### config.mk
export PLATFORM = sky130hd
export DESIGN_NAME = pulse_rate_meter_cpm_unit
export DESIGN_NICKNAME = d
export VERILOG_FILES = /design/src/hw/rtl/prm_pkg.sv /design/src/hw/rtl/pulse_rate_meter_cpm_unit.sv
export SDC_FILE = /design/constraint.sdc
export NUM_CORES = 1
export LEC_CHECK = 0
export BUFFER_PORTS_ARGS = -buffer_cell sky130_fd_sc_hd__buf_4
export CAP_MARGIN = 15
export CORE_MARGIN = 4
export CORE_UTILIZATION = 57
export CTS_CLUSTER_DIAMETER = 200
export DETAILED_ROUTE_END_ITERATION = 12
export HOLD_SLACK_MARGIN = 0.15
export PLACE_DENSITY = 0.74
export SLEW_MARGIN = 0
export SYNTH_ARGS = -nofsm -noshare
export SYNTH_HDL_FRONTEND = slang
export SYNTH_SLANG_ARGS = --single-unit
### constraint.sdc
create_clock -name clk_i -period 4.7 [get_ports clk_i]
set_input_delay 0.94 -clock clk_i [delete_from_list [all_inputs] [get_ports clk_i]]
set_output_delay 0.94 -clock clk_i [all_outputs]
set_load 0.03 [all_outputs]
### src/hw/rtl/prm_pkg.sv
`default_nettype none

package prm_pkg;

  localparam int unsigned FuncW   = 2;
  localparam int unsigned RegIdxW = 8;
  localparam int unsigned AddrW   = 7;
  localparam int unsigned DataW   = 16;
  localparam int unsigned CfgIdxW = 8;

  localparam logic [FuncW-1:0] FUNC_PULSE = 2'd0;
  localparam logic [FuncW-1:0] FUNC_TICK  = 2'd1;
  localparam logic [FuncW-1:0] FUNC_READ  = 2'd2;

  localparam logic [RegIdxW-1:0] REG_ADDR = 8'd0;
  localparam logic [RegIdxW-1:0] REG_CPM  = 8'd1;

  localparam logic [CfgIdxW-1:0] CFG_ADDR   = 8'd0;
  localparam logic [CfgIdxW-1:0] CFG_THRESH = 8'd1;

  localparam logic [AddrW-1:0] ADDR_RESET   = 7'h4D;
  localparam logic [DataW-1:0] THRESH_RESET = 16'd5;
  localparam logic [DataW-1:0] SAT16        = 16'hFFFF;

  // per-second count to counts per minute (times 60)
  localparam int unsigned MulW = DataW + 6;

endpackage

`default_nettype wire

### src/hw/rtl/pulse_rate_meter_cpm_unit.sv
`default_nettype none

// Pulse-rate meter: every request gives one response. Requests are taken one per
// cycle while the response output is not stalled, and each response passes the
// ring read stage and then the update stage. One request per cycle is kept up
// because the ring of per-second counts has one read port and one write port: it
// is read when a tick request is taken and written back when that request leaves
// the read stage. Reset empties the ring at once through per-entry valid bits, so
// the block is ready right after reset. The ring is revisited only every WINDOW
// ticks, which keeps a tick's read clear of the previous tick's write.
module pulse_rate_meter_cpm_unit
  import prm_pkg::*;
#(
  parameter int unsigned WINDOW = 60
) (
  input  wire logic                 clk_i,
  input  wire logic                 rst_ni,
  // configuration writes
  input  wire logic                 cfg_we_i,
  input  wire logic [CfgIdxW-1:0]   cfg_idx_i,
  input  wire logic [DataW-1:0]     cfg_wdata_i,
  // request stream
  input  wire logic                 s_axis_tvalid,
  output logic                      s_axis_tready,
  input  wire logic [7:0]           s_axis_tdata,   // [7:0] reg_index
  input  wire logic [FuncW-1:0]     s_axis_tuser,   // [1:0] func
  // response stream
  output logic                      m_axis_tvalid,
  input  wire logic                 m_axis_tready,
  output logic [39:0]               m_axis_tdata    // [15:0] read_data, [31:16] cpm,
                                                    // [32] sum_mode, [33] led_on, zero pad
);

  localparam int unsigned PosW = (WINDOW > 1) ? $clog2(WINDOW) : 1;
  localparam int unsigned TotW = DataW + PosW;
  localparam logic [PosW-1:0] PosLast = PosW'(WINDOW - 1);

  // configuration
  logic [AddrW-1:0] addr_q;
  logic [DataW-1:0] thr_q;

  always_ff @(posedge clk_i or negedge rst_ni) begin
    if (!rst_ni) begin
      addr_q <= ADDR_RESET;
      thr_q  <= THRESH_RESET;
    end else if (cfg_we_i) begin
      if (cfg_idx_i == CFG_ADDR) begin
        addr_q <= cfg_wdata_i[AddrW-1:0];
      end else if (cfg_idx_i == CFG_THRESH) begin
        thr_q <= cfg_wdata_i;
      end
    end
  end

  // pipeline handshake
  logic s1_vld_q, out_vld_q;
  logic out_free, s1_adv, s_acc;

  assign out_free      = !out_vld_q || m_axis_tready;
  assign s1_adv        = s1_vld_q && out_free;
  assign s_axis_tready = !s1_vld_q || out_free;
  assign s_acc         = s_axis_tvalid && s_axis_tready;

  // ring of per-second counts
  logic [DataW-1:0]  ring_mem [WINDOW];
  logic [WINDOW-1:0] ring_vld_q;
  logic [PosW-1:0]   pos_q;
  logic [DataW-1:0]  rd_data_q;
  logic              rd_vld_q;
  logic [DataW-1:0]  pulse_q, pulse_d;

  logic [FuncW-1:0]   s1_func_q;
  logic [RegIdxW-1:0] s1_reg_q;
  logic [PosW-1:0]    s1_pos_q;

  logic s_tick, s1_tick;
  assign s_tick  = s_acc && (s_axis_tuser == FUNC_TICK);
  assign s1_tick = s1_adv && (s1_func_q == FUNC_TICK);

  // issue the ring read and advance the position when a tick is taken
  always_ff @(posedge clk_i or negedge rst_ni) begin
    if (!rst_ni) begin
      pos_q    <= '0;
      s1_vld_q <= 1'b0;
    end else begin
      if (s_tick) begin
        pos_q <= (pos_q == PosLast) ? '0 : pos_q + 1'b1;
      end
      if (s_acc) begin
        s1_vld_q <= 1'b1;
      end else if (s1_adv) begin
        s1_vld_q <= 1'b0;
      end
    end
  end

  always_ff @(posedge clk_i) begin
    if (s_acc) begin
      s1_func_q <= s_axis_tuser;
      s1_reg_q  <= s_axis_tdata;
      s1_pos_q  <= pos_q;
    end
    if (s_tick) begin
      rd_data_q <= ring_mem[pos_q];
    end
    if (s1_tick) begin
      ring_mem[s1_pos_q] <= pulse_q;
    end
  end

  always_ff @(posedge clk_i or negedge rst_ni) begin
    if (!rst_ni) begin
      ring_vld_q <= '0;
      rd_vld_q   <= 1'b0;
    end else begin
      if (s_tick) begin
        rd_vld_q <= ring_vld_q[pos_q];
      end
      if (s1_tick) begin
        ring_vld_q[s1_pos_q] <= 1'b1;
      end
    end
  end

  // update stage
  logic [TotW-1:0]  total_q, total_d;
  logic [DataW-1:0] cpm_q, cpm_d;
  logic             slow_q, slow_d;
  logic             led_q, led_d;
  logic [DataW-1:0] rdat_d;
  logic [DataW-1:0] old_cnt;
  logic [MulW-1:0]  cps_x60;

  assign old_cnt = rd_vld_q ? rd_data_q : '0;
  assign cps_x60 = {pulse_q, 6'd0} - {4'd0, pulse_q, 2'd0};

  always_comb begin
    pulse_d = pulse_q;
    total_d = total_q;
    cpm_d   = cpm_q;
    slow_d  = slow_q;
    led_d   = led_q;
    rdat_d  = '0;
    case (s1_func_q)
      FUNC_PULSE: begin
        if (pulse_q != SAT16) begin
          pulse_d = pulse_q + 1'b1;
        end
        led_d = !led_q;
      end
      FUNC_TICK: begin
        pulse_d = '0;
        total_d = total_q - TotW'(old_cnt) + TotW'(pulse_q);
        if (pulse_q < thr_q) begin
          slow_d = 1'b1;
          cpm_d  = (total_d > TotW'(SAT16)) ? SAT16 : total_d[DataW-1:0];
        end else begin
          slow_d = 1'b0;
          cpm_d  = (cps_x60 > MulW'(SAT16)) ? SAT16 : cps_x60[DataW-1:0];
        end
      end
      FUNC_READ: begin
        if (s1_reg_q == REG_ADDR) begin
          rdat_d = DataW'(addr_q);
        end else if (s1_reg_q == REG_CPM) begin
          rdat_d = cpm_q;
        end
      end
      default: begin
      end
    endcase
  end

  always_ff @(posedge clk_i or negedge rst_ni) begin
    if (!rst_ni) begin
      pulse_q   <= '0;
      total_q   <= '0;
      cpm_q     <= '0;
      slow_q    <= 1'b0;
      led_q     <= 1'b0;
      out_vld_q <= 1'b0;
    end else begin
      if (s1_adv) begin
        pulse_q <= pulse_d;
        total_q <= total_d;
        cpm_q   <= cpm_d;
        slow_q  <= slow_d;
        led_q   <= led_d;
      end
      if (s1_adv) begin
        out_vld_q <= 1'b1;
      end else if (m_axis_tready) begin
        out_vld_q <= 1'b0;
      end
    end
  end

  // hold the response until it is taken
  logic [DataW-1:0] out_rd_q, out_cpm_q;
  logic             out_slow_q, out_led_q;

  always_ff @(posedge clk_i) begin
    if (s1_adv) begin
      out_rd_q   <= rdat_d;
      out_cpm_q  <= cpm_d;
      out_slow_q <= slow_d;
      out_led_q  <= led_d;
    end
  end

  assign m_axis_tvalid = out_vld_q;
  assign m_axis_tdata  = {6'd0, out_led_q, out_slow_q, out_cpm_q, out_rd_q};

endmodule

`default_nettype wire

==> key figures <==
Final layout
  – FF/Latch Area: between 30000 and 40000 sq um
  – Area Growth Syn to Fin: 13.15%
  – Area of the multi-input gates: 12920 sq um
  – Share of post-route cells with drive strength above 1: 29.24%
  – Fillers: 5447
  – Post-layout net count: 2845

STA
  – F_max: 237.2 MHz
  – Endpoints failing setup: 0
  – Slew headroom: a little over a third
  – Final worst setup slack: ~480 ps
  – Worst-Margin Slew: 957.9 ps
  – Setup_tns: 0 ps
  – Slew Limit Fails: 0
  – Period utilization: 89.70%
  – Final Hold Viols: 0
  – Unrepaired setup endpoints after global routing: no
  – Clk_skew: 38.34 ps
  – Final Critical Period: 4216 ps

Yosys
  – Synth warnings: 0
  – Most frequent cell after synthesis: edfxtp_1
  – Async SR Flop Fraction: 12.61%
  – Multiplexer share of the synthesized area: around 16%
  – Post-Syn Area: 48270 sq um
  – Synthesized-area fraction occupied by adder cells: 2.011%
  – Seq/Total Area, Yosys: between 70% and 80%
  – Synth unique cells: 77
  – Post-synthesis simple-gate area fraction: 4.494%
  – Yosys top cell area share: between 60% and 70%
  – Yosys top cell by area: edfxtp_1
  – Largest family of logic cells by synthesized area: multiplexers
  – Ranking of synthesized cells by area: edfxtp_1, mux4_2, dfrtp_1, ha_1, nor2_1
  – Syn Area/Cell: 18.90 sq um
  – Ys flop type: edfxtp_1
  – Synth Area in Compound Gates: between 3 and 4%
  – Post-synth EDFFs: 1026
  – Synth Register Bits: 1174
  – Post-synth top cells: edfxtp_1, mux4_2, dfrtp_1
  – XOR/XNOR share of the synthesized area: 0.8476%
  – Gate count of the mapped netlist: 2554

CTS
  – Hold Buf Count CTS: 0
  – Sink Count: between 1000 and 1500
  – Clock root cell: clkbuf_16
  – TritonCTS buffer count: 113
  – Total setup buffers inserted after CTS: 0
  – CTS Buffer Depth: 3
  – CTS tree: done
  – Worst-path clk slew: 60 ps
  – # H-tree levels: 3
  – Post-CTS Resized: 0
  – Worst skew pair latency: slightly below 700 ps

Drt
  – Wirelength per Cell: 28.58 um
  – DR iter-0 viols: 3075
  – Vias per cell: ~6.4
  – DRT Wirelength: 113.5 mm
  – Antenna Nets Post-Route: 0
  – 1st-pass router iterations: 7
  – Drt drc: 0
  – Vias: ~25000

Run status
  – Status: complete, no violations

Critical path
  – CP endpoint kind: flip-flop
  – Setup crit start kind: flip-flop
  – Worst EP required: 5090 ps
  – Kind of critical path: reg2reg
  – Critical Path Fanout Max: 17
  – Critical Path AT: 4600 ps

Floorplan
  – Die area: 89410 sq um
  – Die Height: 299.0 um
  – # rows: 106
  – Initial Util: a little under three fifths
  – Core Box Area: 83820 sq um
  – Die W: approximately 300 um
  – I/O pin count: a little over 80

Global routing
  – Initial antenna violation count: 7
  – Total gr overflow: 0
  – Total GRT Usage: 25.77%
  – Largest net degree at the start of global routing: 97
  – Vias in the first global route: 25980
  – First-pass GRT wire length: 170.1 mm

Power and ir drop
  – Worst vdd ir: 0.3697 mV
  – Pleak: 0.01904 uW
  – Power density cells: 541.6 nW/um^2

Min path
  – HP Class: in2async

Flow run
  – Max cap viols: 0

Place
  – GPL Wtd Cong: 0.8831
  – PortBufs: 74
  – Post-detail-place hpwl: 67.56 mm
  – DP Worst Slack: 525.7 ps
per-stage QoR:
stage	instances	total power (uW)	utilization [%]	hold slack (ps)	instance area, sq um
2_1_floorplan	2559	17880	-	423.1	48290
3_3_place_gp	3756	20480	60.60	444.4	50790
3_5_place_dp	3756	20590	60.60	448.5	50790
4_1_cts	3968	29700	65.12	403.1	54580
5_1_grt	3969	30810	65.15	408.8	54610
6_report	3972	29580	65.16	388.3	54620
area by class of cell:
type	count	area share, %
antenna	3	0.01374
clock buffer	149	5.720
clock inverter	63	1.221
inverter	97	0.6666
multi-input combinational	1162	23.65
sequential	1174	63.27
tap	1134	2.598
timing repair buffer	190	2.861
flip-flops by register name (all words and copies together), names as in the netlist, 2 cells and up:
signal / flops
pulse_q: 16
s1_pos_q: 6
ring_mem: 960
cpm_q: 16
out_rd_q: 16
s1_reg_q: 8
total_q: 22
addr_q: 7
s1_func_q: 2
thr_q: 16
rd_data_q: 16
out_cpm_q: 16
ring_vld_q: 60
pos_q: 6
power by group:
group / internal [uW] / total [uW] / switching (uW)
logic: 3420 / 8200 / 4790
clock network: 5250 / 9150 / 3890
registers: 11700 / 12200 / 488
worst max-delay path, stage by stage (launching register included):
cell	delay, ps
dfrtp_1	550
and2_1	250
fa_1	480
inv_1	60
ha_1	280
a211oi_1	370
nor4_2	110
o311ai_2	530
o211ai_2	140
o211a_1	180
xnor3_2	280
nor4_4	270
buf_4	260
a21oi_1	120
cells in the final DEF, fill, tap and decap left out, types with 21 or more instances in the layout:
cell type / Yosys / routed
a21oi_1: 65 / 65
and2_1: 29 / 29
buf_4: 8 / 179
clkbuf_1: 75 / 21
clkbuf_16: 0 / 114
dfrtp_1: 142 / 122
edfxtp_1: 1026 / 1026
ha_1: 52 / 52
inv_1: 97 / 97
mux2_2: 24 / 24
mux2i_1: 28 / 28
mux4_2: 319 / 319
nand2_1: 116 / 116
nand3_1: 25 / 25
nor2_1: 118 / 99
o21ai_0: 66 / 66
o32ai_1: 24 / 24
or2_2: 60 / 60
xnor2_1: 32 / 32
logic make-up (layout without fill, tap and decap cells):
logic type,count (synthesis),in the layout
XOR/XNOR,45,45
AO/OA/AOI/OAI,237,237
adder cells (fa/ha/maj),68,68
flip-flops,1174,1174
AND/OR/NAND/NOR,435,435
buffers and inverters,223,499
multiplexers,371,371
other,1,9
worst paths after layout:
kind	depth (start not counted)	slack, ps	startpoint	end
max in group asynchronous	2	3280	rst_ni	ring_vld_q[52]
min in group clk_i	1	440	s_axis_tdata[4]	s1_reg_q[4]
worst min register to register	1	470	ring_vld_q[41]	ring_vld_q[41]
worst max register to register	13	480	rd_vld_q	out_cpm_q[12]
worst min-delay path	1	390	rst_ni	cpm_q[6]
worst max-delay path	13	480	rd_vld_q	out_cpm_q[12]
metal layers:
layer  wire length [um]  global-route usage (%)  up-vias
li1                   -                       -    10560
met1              43540                   35.42    13190
met2              57280                   43.18     1240
met3               8557                   3.933      233
met4               4100                   8.503        6
met5                 41                       0        -
(Power assumes the default switching activity.)
